==> src/rtl/core/spectral_peak_coherence_score_defines.svh <==
// assertion macros for the coherence score block
`ifndef SPECTRAL_PEAK_COHERENCE_SCORE_DEFINES_SVH
`define SPECTRAL_PEAK_COHERENCE_SCORE_DEFINES_SVH

`ifndef SYNTHESIS
`define SPCS_ASSERT_IMP(name, ante, cons) \
  name: assert property (@(posedge clk) disable iff (!rst_n) (ante) |-> (cons)) \
    else $error("spcs assertion failed");
`define SPCS_ASSERT_NEXT(name, ante, cons) \
  name: assert property (@(posedge clk) disable iff (!rst_n) (ante) |=> (cons)) \
    else $error("spcs assertion failed");
`else
`define SPCS_ASSERT_IMP(name, ante, cons)
`define SPCS_ASSERT_NEXT(name, ante, cons)
`endif

`endif

==> src/rtl/core/spcs_pkg.sv <==
package spcs_pkg;

  // fixed field widths
  localparam int OFF_W  = 8;
  localparam int SUM_W  = 25;
  localparam int MUL_W  = 50;
  localparam int THR_W  = 16;
  localparam int INC_W  = 7;
  localparam int CMP_W  = 66;

  // register indexes
  localparam logic [2:0] REG_BAND_START  = 3'd0;
  localparam logic [2:0] REG_BAND_END    = 3'd1;
  localparam logic [2:0] REG_WINDOW      = 3'd2;
  localparam logic [2:0] REG_THR_LOW     = 3'd3;
  localparam logic [2:0] REG_THR_HIGH    = 3'd4;
  localparam logic [2:0] REG_INC_TABLE   = 3'd5;

  // score classes
  localparam logic [1:0] SCORE_ZERO = 2'd0;
  localparam logic [1:0] SCORE_ONE  = 2'd1;
  localparam logic [1:0] SCORE_TWO  = 2'd2;

  typedef enum logic [4:0] {
    ST_IDLE, ST_PK_GO, ST_PK_WAIT, ST_PS_GO, ST_PS_WAIT, ST_BL_GO, ST_BL_WAIT,
    ST_AB_GO, ST_AB_WAIT, ST_SQ, ST_SQSV, ST_PRSV, ST_LO_A, ST_LO_B, ST_LO_C,
    ST_HI_A, ST_HI_B, ST_HI_C, ST_FIN
  } state_t;

  typedef enum logic [1:0] {
    SW_PEAK, SW_PSUM, SW_BELOW, SW_ABOVE
  } sweep_kind_t;

  typedef enum logic [2:0] {
    OP_NONE, OP_SQ, OP_SQSV, OP_PRSV, OP_TLO, OP_THI, OP_CMP, OP_FIN
  } op_t;

  typedef struct packed {
    logic        go;
    sweep_kind_t kind;
    op_t         op;
    logic        thr_hi;
  } cmd_t;

  typedef struct packed {
    logic done;
    logic found;
  } status_t;

endpackage

==> src/rtl/core/spcs_ctrl.sv <==
module spcs_ctrl (
  input  logic              clk,
  input  logic              rst_n,
  input  logic              accept,
  input  logic              last_bin,
  input  spcs_pkg::status_t status,
  output spcs_pkg::cmd_t    cmd,
  output logic              busy
);

  spcs_pkg::state_t state_r, state_nxt;

  // state register
  always_ff @(posedge clk) begin
    if (!rst_n) begin
      state_r <= spcs_pkg::ST_IDLE;
    end else begin
      state_r <= state_nxt;
    end
  end

  // next state
  always_comb begin
    state_nxt = state_r;
    unique case (state_r)
      spcs_pkg::ST_IDLE:    if (accept && last_bin) state_nxt = spcs_pkg::ST_PK_GO;
      spcs_pkg::ST_PK_GO:   state_nxt = spcs_pkg::ST_PK_WAIT;
      spcs_pkg::ST_PK_WAIT: if (status.done) begin
        state_nxt = status.found ? spcs_pkg::ST_PS_GO : spcs_pkg::ST_FIN;
      end
      spcs_pkg::ST_PS_GO:   state_nxt = spcs_pkg::ST_PS_WAIT;
      spcs_pkg::ST_PS_WAIT: if (status.done) state_nxt = spcs_pkg::ST_BL_GO;
      spcs_pkg::ST_BL_GO:   state_nxt = spcs_pkg::ST_BL_WAIT;
      spcs_pkg::ST_BL_WAIT: if (status.done) state_nxt = spcs_pkg::ST_AB_GO;
      spcs_pkg::ST_AB_GO:   state_nxt = spcs_pkg::ST_AB_WAIT;
      spcs_pkg::ST_AB_WAIT: if (status.done) state_nxt = spcs_pkg::ST_SQ;
      spcs_pkg::ST_SQ:      state_nxt = spcs_pkg::ST_SQSV;
      spcs_pkg::ST_SQSV:    state_nxt = spcs_pkg::ST_PRSV;
      spcs_pkg::ST_PRSV:    state_nxt = spcs_pkg::ST_LO_A;
      spcs_pkg::ST_LO_A:    state_nxt = spcs_pkg::ST_LO_B;
      spcs_pkg::ST_LO_B:    state_nxt = spcs_pkg::ST_LO_C;
      spcs_pkg::ST_LO_C:    state_nxt = spcs_pkg::ST_HI_A;
      spcs_pkg::ST_HI_A:    state_nxt = spcs_pkg::ST_HI_B;
      spcs_pkg::ST_HI_B:    state_nxt = spcs_pkg::ST_HI_C;
      spcs_pkg::ST_HI_C:    state_nxt = spcs_pkg::ST_FIN;
      spcs_pkg::ST_FIN:     state_nxt = spcs_pkg::ST_IDLE;
      default:              state_nxt = spcs_pkg::ST_IDLE;
    endcase
  end

  // commands to the datapath
  always_comb begin
    cmd.go     = 1'b0;
    cmd.kind   = spcs_pkg::SW_PEAK;
    cmd.op     = spcs_pkg::OP_NONE;
    cmd.thr_hi = 1'b0;
    unique case (state_r)
      spcs_pkg::ST_PK_GO: cmd.go = 1'b1;
      spcs_pkg::ST_PS_GO: begin
        cmd.go   = 1'b1;
        cmd.kind = spcs_pkg::SW_PSUM;
      end
      spcs_pkg::ST_BL_GO: begin
        cmd.go   = 1'b1;
        cmd.kind = spcs_pkg::SW_BELOW;
      end
      spcs_pkg::ST_AB_GO: begin
        cmd.go   = 1'b1;
        cmd.kind = spcs_pkg::SW_ABOVE;
      end
      spcs_pkg::ST_SQ:   cmd.op = spcs_pkg::OP_SQ;
      spcs_pkg::ST_SQSV: cmd.op = spcs_pkg::OP_SQSV;
      spcs_pkg::ST_PRSV: cmd.op = spcs_pkg::OP_PRSV;
      spcs_pkg::ST_LO_A: cmd.op = spcs_pkg::OP_TLO;
      spcs_pkg::ST_LO_B: cmd.op = spcs_pkg::OP_THI;
      spcs_pkg::ST_LO_C: cmd.op = spcs_pkg::OP_CMP;
      spcs_pkg::ST_HI_A: begin
        cmd.op     = spcs_pkg::OP_TLO;
        cmd.thr_hi = 1'b1;
      end
      spcs_pkg::ST_HI_B: begin
        cmd.op     = spcs_pkg::OP_THI;
        cmd.thr_hi = 1'b1;
      end
      spcs_pkg::ST_HI_C: begin
        cmd.op     = spcs_pkg::OP_CMP;
        cmd.thr_hi = 1'b1;
      end
      spcs_pkg::ST_FIN:  cmd.op = spcs_pkg::OP_FIN;
      default: cmd.op = spcs_pkg::OP_NONE;
    endcase
  end

  assign busy = (state_r != spcs_pkg::ST_IDLE);

endmodule

==> config.mk <==
export PLATFORM = sky130hd
export DESIGN_NAME = spcs_ctrl
export DESIGN_NICKNAME = d
export VERILOG_FILES = /design/src/rtl/core/spectral_peak_coherence_score_defines.svh /design/src/rtl/core/spcs_pkg.sv /design/src/rtl/core/spcs_ctrl.sv
export SDC_FILE = /design/constraint.sdc
export NUM_CORES = 1
export LEC_CHECK = 0
export BUFFER_PORTS_ARGS = -buffer_cell sky130_fd_sc_hd__buf_2
export CORE_AREA = 2 2 39 41
export CTS_CLUSTER_SIZE = 16
export DETAILED_ROUTE_END_ITERATION = 6
export DIE_AREA = 0 0 41 43
export SLEW_MARGIN = 20
export SYNTH_ARGS = -nofsm -noshare
export SYNTH_HDL_FRONTEND = slang
export SYNTH_SLANG_ARGS = --single-unit
export TNS_END_PERCENT = 10
==> constraint.sdc <==
create_clock -name clk -period 1.03 [get_ports clk]
set_input_delay 0.206 -clock clk [delete_from_list [all_inputs] [get_ports clk]]
set_output_delay 0.206 -clock clk [all_outputs]
set_load 0.05 [all_outputs]
==> results of run 1 <==
metrics by stage:
step                setup slack (ns)  hold WS (ns)
floorplan                    -0.4058        0.3342
global placement             -0.3367        0.4529
detailed placement           -0.3407        0.4522
CTS                          -0.4728        0.2057
global route                 -0.5416        0.2290
finish                       -0.4753        0.2069
layer usage:
metal  wire [um]  share of wire  track usage  vias to the layer above
met3          37          0.026      0.04712                        3
li1            -              -            -                      269
met5           0              0            0                        -
met2         770           0.53       0.3156                        9
met1         615           0.43       0.2428                      245
met4          19          0.013      0.08000                        0
cells in the mapped netlist, types with 2 or more instances:
cell type,number,area share
nor3_1,3,0.034
o21ai_0,2,0.023
nor3b_1,2,0.034
buf_2,3,0.034
a32o_1,2,0.045
and2b_1,2,0.034
dfxtp_1,5,0.23
nor2_1,5,0.042
nand2_1,7,0.059
worst max-delay path: stages (launching register included):
cell,delay [ns]
dfxtp_4,0.36
and2b_2,0.23
a22oi_2,0.21
o22ai_4,0.09
buf_6,0.16
placed cells by master (no fill, tap or decap), drive strengths merged, types with 2 or more instances in the layout:
cell type	synthesis	final
nor3b	2	2
nor3	4	4
nand2	7	7
clkbuf	0	4
buf	5	29
a32o	2	2
nor2	5	5
and2b	2	2
a211oi	2	2
dfxtp	5	5
o21ai	3	3
cell families (layout without fill, tap and decap cells):
group,after synthesis,count (layout),synth area share
DFF,5,5,0.2260
xor gates and xnor gates,1,1,0.01978
buffers and inverters,6,34,0.08473
AOI/OAI and AO/OA,17,17,0.2938
and+or+nand+nor,29,29,0.3758
worst min-delay path by stage:
stage | cells past startpoint | slack [ns] | startpoint | endpoint
after floorplan | 1 | 0.33 | rst_n | state_r[1]
after CTS | 2 | 0.21 | rst_n | state_r[1]
after detailed placement | 2 | 0.45 | rst_n | state_r[1]
after global routing | 2 | 0.23 | rst_n | state_r[1]
after global placement | 2 | 0.45 | rst_n | state_r[1]
final | 2 | 0.21 | rst_n | state_r[1]
repair_timing:
action | 4_1_cts | 5_1_grt
resized for setup | 34 | 1
gates cloned | 0 | 0
pin swaps | 6 | 2
endpoints found under the hold margin | 0 | 0
setup buffers | 0 | 0
setup endpoints to repair | 12 | 12
power breakdown:
| group | switching, mW | internal [mW] |
|---|---|---|
| clock | 0.0976 | 0.148 |
| sequential | 0.0899 | 0.259 |
| combinational | 0.753 | 0.598 |
| total | 0.941 | 1.00 |
area by class of cell:
class | instances | area share
sequential | 5 | 0.1410
tap | 16 | 0.02536
inverter | 1 | 0.004754
clock buffer | 4 | 0.03328
multi-input combinational | 47 | 0.4865
timing repair buffer | 29 | 0.3090
==> results.md, run 1 <==
- Status: finished with violations
- Failing checks: setup timing
- Vias per cell: 5.157
- # diodes: 0
- Pre-Repair DR Iteration Count: 4
- Placed Area: about 660 sq um
- Register Area: about 110 sq um
- Hold-fix buffers, CTS: 0
- Initial antenna violation count: 0
- Nets: 93
- DRT antenna net count: 0
- Total CTS buffers: 3
- Worst reg2reg setup slack: -0.34 ns
- Remaining DRCs: 0
- Post-Synthesis Cells: 58
- WP data required: 0.82 ns
- Via Count: 526
- Worst rel slew slack: 0.8224
- Max FFs per register: 5
- Max-slew violation count: 0
- Crit Path Max Fanout: 5
- Worst vdd rail ir drop: roughly 1.2 mV
- Syn nets: 64
- Total I/O pin count: 14
- Row count: 14
- Synth warn: 0
- Detailed Route WL: approximately 1400 um
- DP Wirelength: 993.9 um
- GRT Resource Usage Total: 0.1984
- Mapped Area: between 400 and 500 sq um
- Layout overhead on the synthesized area: 78.25%
- Final setup viols: 11
- Routability Congestion: 0.7517
- H-Tree Depth: 1
- Number of synthesized register bits: 5
- Ys async rst share: 0
- Pwr per Cell Area: 2464 mW/mm^2
- Port-buffer cells: 13
- Multi-input logic area: approximately 380 sq um
- Gr ovfl total: 0
- Final WS setup: -0.4753 ns
- Dpl cells: a little under 100
- Top Registers: state_r x5
- Die area: between 0.0015 and 0.002 sq mm
- Setup CP Type: flip-flop to output pin
- Max Cap Violations: 0
- Least-Margin Pin Slew: 0.2648 ns
- WL/cell: 14.15 um
- Crit path from: state_r[3]
- Total power: 1.945 mW
- Layout cells sized above 1: 0.6395
- CP startpoint kind: flip-flop
- Seq/Total Area, Yosys: 0.2260
- Hold Path Class: input port to flip-flop
- Largest register by flop count: state_r
- Finished Layout Cells: 102
- Minimum clock period: 1.505 ns
- Clk root buf: clkbuf_4
- Initial Util: 0.3201
- Skew-Pair Late Insertion Delay: 0.25 ns
- RSZ-0062 raised after global routing: yes
- Fin Setup TNS: -4.325 ns
- Die Span Y: approximately 43 um
- CTS tree: done
- Vias in the first global route: 526
- Largest net degree at the start of global routing: 12
- Crit path DAT: 1.30 ns
- Clk sink count: 5
- Fmax: approximately 660 MHz
- Capture point of the worst path: cmd[2]
- RR Startpoint: state_r[0]
- Hold Fails Final Rpt: 0
- Clk slew on worst S/H paths: approximately 0.05 ns
- Synth cell types: 36
- Skew final: around 0.0017 ns
- First-pass GRT wire length: 2352 um
- Iter 0 DRT Violations: 7
- Die extent in x: a little over 40 um
- Fill count: around 130
- R2R depth: 4
- Ys flop type: dfxtp_1
- Post-route cell area: 789.5 sq um
- Max clock buf depth: 2
- Critical path capture point type: output pin
- Reg-to-Reg End: state_r[0]
- EDFF count, synth: 0
- Post-synthesis area per instance: 7.637 sq um
- Pleak: 0.3293 nW
- Fin util: 0.5705
- Core region area: 0.001384 sq mm
- Period utilization: 1.461
Power figures use the tool's default switching activity.
==> run 2: changes to the inputs <==
- CORE_AREA: 2 2 39 41 -> 2 2 42 44
- DIE_AREA: 0 0 41 43 -> 0 0 44 46
- PLACE_DENSITY_LB_ADDON: default -> 0.2
==> run 2 against run 1 <==
Against the previous run:
- the run still ends with setup timing left
- critical path depth unchanged
- clock power decreased by 6%
- design area increased by 4.8%
- first-iteration DRC count unchanged
- die area increased by 15%
- worst hold slack improved by 0.033 ns
- setup slack got worse by 0.020 ns
- global-route usage decreased by 5.3 points
- sequential share of layout area decreased by 0.34 points
- maximum frequency decreased by 1.3%
- clock skew increased by 0.0061 ns
- non-clock buffer count increased by 4
==> results.md, run 2 (synthesized netlist as in run 1, its figures left out) <==
- Hold Fails Final Rpt: 0
- Core region area: 0.001614 sq mm
- Crit Path Max Fanout: 4
- Die extent in x: 44 um
- Failing checks: setup timing
- Die Span Y: 46 um
- RSZ-0062 raised after global routing: yes
- Worst vdd rail ir drop: 1.158 mV
- CTS tree: done
- Port-buffer cells: 13
- CP dominant cell by count: buf_6
- Fill count: 164
- Layout overhead on the synthesized area: 86.72%
- Total I/O pin count: 14
- Max Cap Violations: 0
- Top Registers: state_r x5
- Period utilization: 1.481
- Skew final: 0.007830 ns
- Skew-Pair Late Insertion Delay: roughly 0.24 ns
- Pleak: 0.3508 nW
- Detailed Route WL: 1353 um
- GRT Resource Usage Total: 0.1457
- Critical path capture point type: output pin
- Clk slew on worst S/H paths: 0.05 ns
- Final WS setup: -0.4957 ns
- Pre-Repair DR Iteration Count: 4
- Most common cell after layout, fill and taps aside: buf_4
- Vias per cell: 5.065
- Initial Util: 0.2744
- Largest net degree at the start of global routing: 12
- WL/cell: about 13 um
- Row count: 15
- Total CTS buffers: 3
- Fmax: 655.5 MHz
- Worst rel slew slack: 0.8453
- Layout cells sized above 1: 0.6444
- Max clock buf depth: 2
- WP data required: roughly 0.82 ns
- Dpl cells: 101
- Largest register by flop count: state_r
- Max-slew violation count: 0
- # diodes: 0
- Setup CP Type: flip-flop to output pin
- Die area: between 0.002 and 0.0025 sq mm
- Status: finished with violations
- Hold-fix buffers, CTS: 0
- Remaining DRCs: 0
- CP startpoint kind: flip-flop
- H-Tree Depth: 1
- DP Wirelength: 994.3 um
- Pwr per Cell Area: about 2300 mW/mm^2
- Via Count: ~540
- Vias in the first global route: 468
- Max FFs per register: 5
- Final setup viols: 12
- Iter 0 DRT Violations: 7
- Minimum clock period: ~1.5 ns
- Clk sink count: 5
- Routability Congestion: 0.8341
- Crit path DAT: roughly 1.3 ns
- Finished Layout Cells: 107
- Initial antenna violation count: 0
- Least-Margin Pin Slew: 0.2307 ns
- Most frequent cells in the layout: 16 x buf_4, 11 x buf_6, 6 x nand2_1
- Nets: 97
- Pre-CTS WS: -0.4334 ns
- CP Cell Sequence: and2b_2 -> buf_6 -> a32o_1 -> buf_6
- First-pass GRT wire length: 2132 um
- Hold Path Class: input port to flip-flop
- Critical path's slowest cell: dfxtp_2
- Worst reg2reg setup slack: -0.43 ns
- Slowest stage delay, CP: 0.33 ns
- DRT antenna net count: 0
- Clk root buf: clkbuf_4
- Fin Setup TNS: -4.267 ns
- Gr ovfl total: 0
-- run 2: layout make-up --
class	count	area, sq um	share of cell area
Tap cell	17	21.27	0.02572
Timing Repair Buffer	33	284.0	0.3434
Clock buffer	4	26.28	0.03177
Inverter	1	3.754	0.004539
Multi-Input combinational cell	47	377.9	0.4569
Sequential cell	5	113.9	0.1377
-- run 2: metrics by stage --
step / area (sq um) / hold WS, ns / power, mW / util
3_3_place_gp: 674.4 / 0.4719 / 1.498 / 0.4178
3_5_place_dp: 674.4 / 0.4817 / 1.483 / 0.4178
4_1_cts: 797.0 / 0.2347 / 1.872 / 0.4938
6_report: 827.0 / 0.2394 / 1.899 / 0.5124
5_1_grt: 827.0 / 0.2529 / 2.023 / 0.5124
2_1_floorplan: 486.7 / 0.3342 / 1.146 / -
-- run 2: per-layer routing --
layer | share of wire | GRT usage | vias to the layer above
met5 | 0 | 0 | -
met4 | 0 | 0.03636 | 0
met3 | 0.024 | 0.03571 | 0
met2 | 0.48 | 0.2118 | 10
met1 | 0.49 | 0.2128 | 255
li1 | - | - | 277
-- run 2: repair_timing --
action,in CTS,in global routing
resized for setup,30,7
setup endpoints to repair,13,13
pin swaps,7,1
setup buffers,1,1
-- run 2: where the power goes --
part | total, mW | switching, mW | internal, mW
Sequential | 0.359 | 0.0946 | 0.264
Clock | 0.230 | 0.0833 | 0.147
Combinational | 1.31 | 0.720 | 0.590
Total | 1.90 | 0.898 | 1.00
-- run 2: worst paths after layout --
kind / start / to / cells after the start
max: state_r[4] / cmd[1] / 4
min: rst_n / state_r[0] / 3
max reg2reg: state_r[4] / state_r[4] / 7
min reg2reg: state_r[1] / state_r[3] / 2
-- run 2: worst max-delay path: cells and delay by family (launching register included) --
family | cells | cell delay (ns)
buffers and inverters | 2 | 0.27
DFF | 1 | 0.33
and+or+nand+nor | 1 | 0.26
AOI/OAI and AO/OA | 1 | 0.22
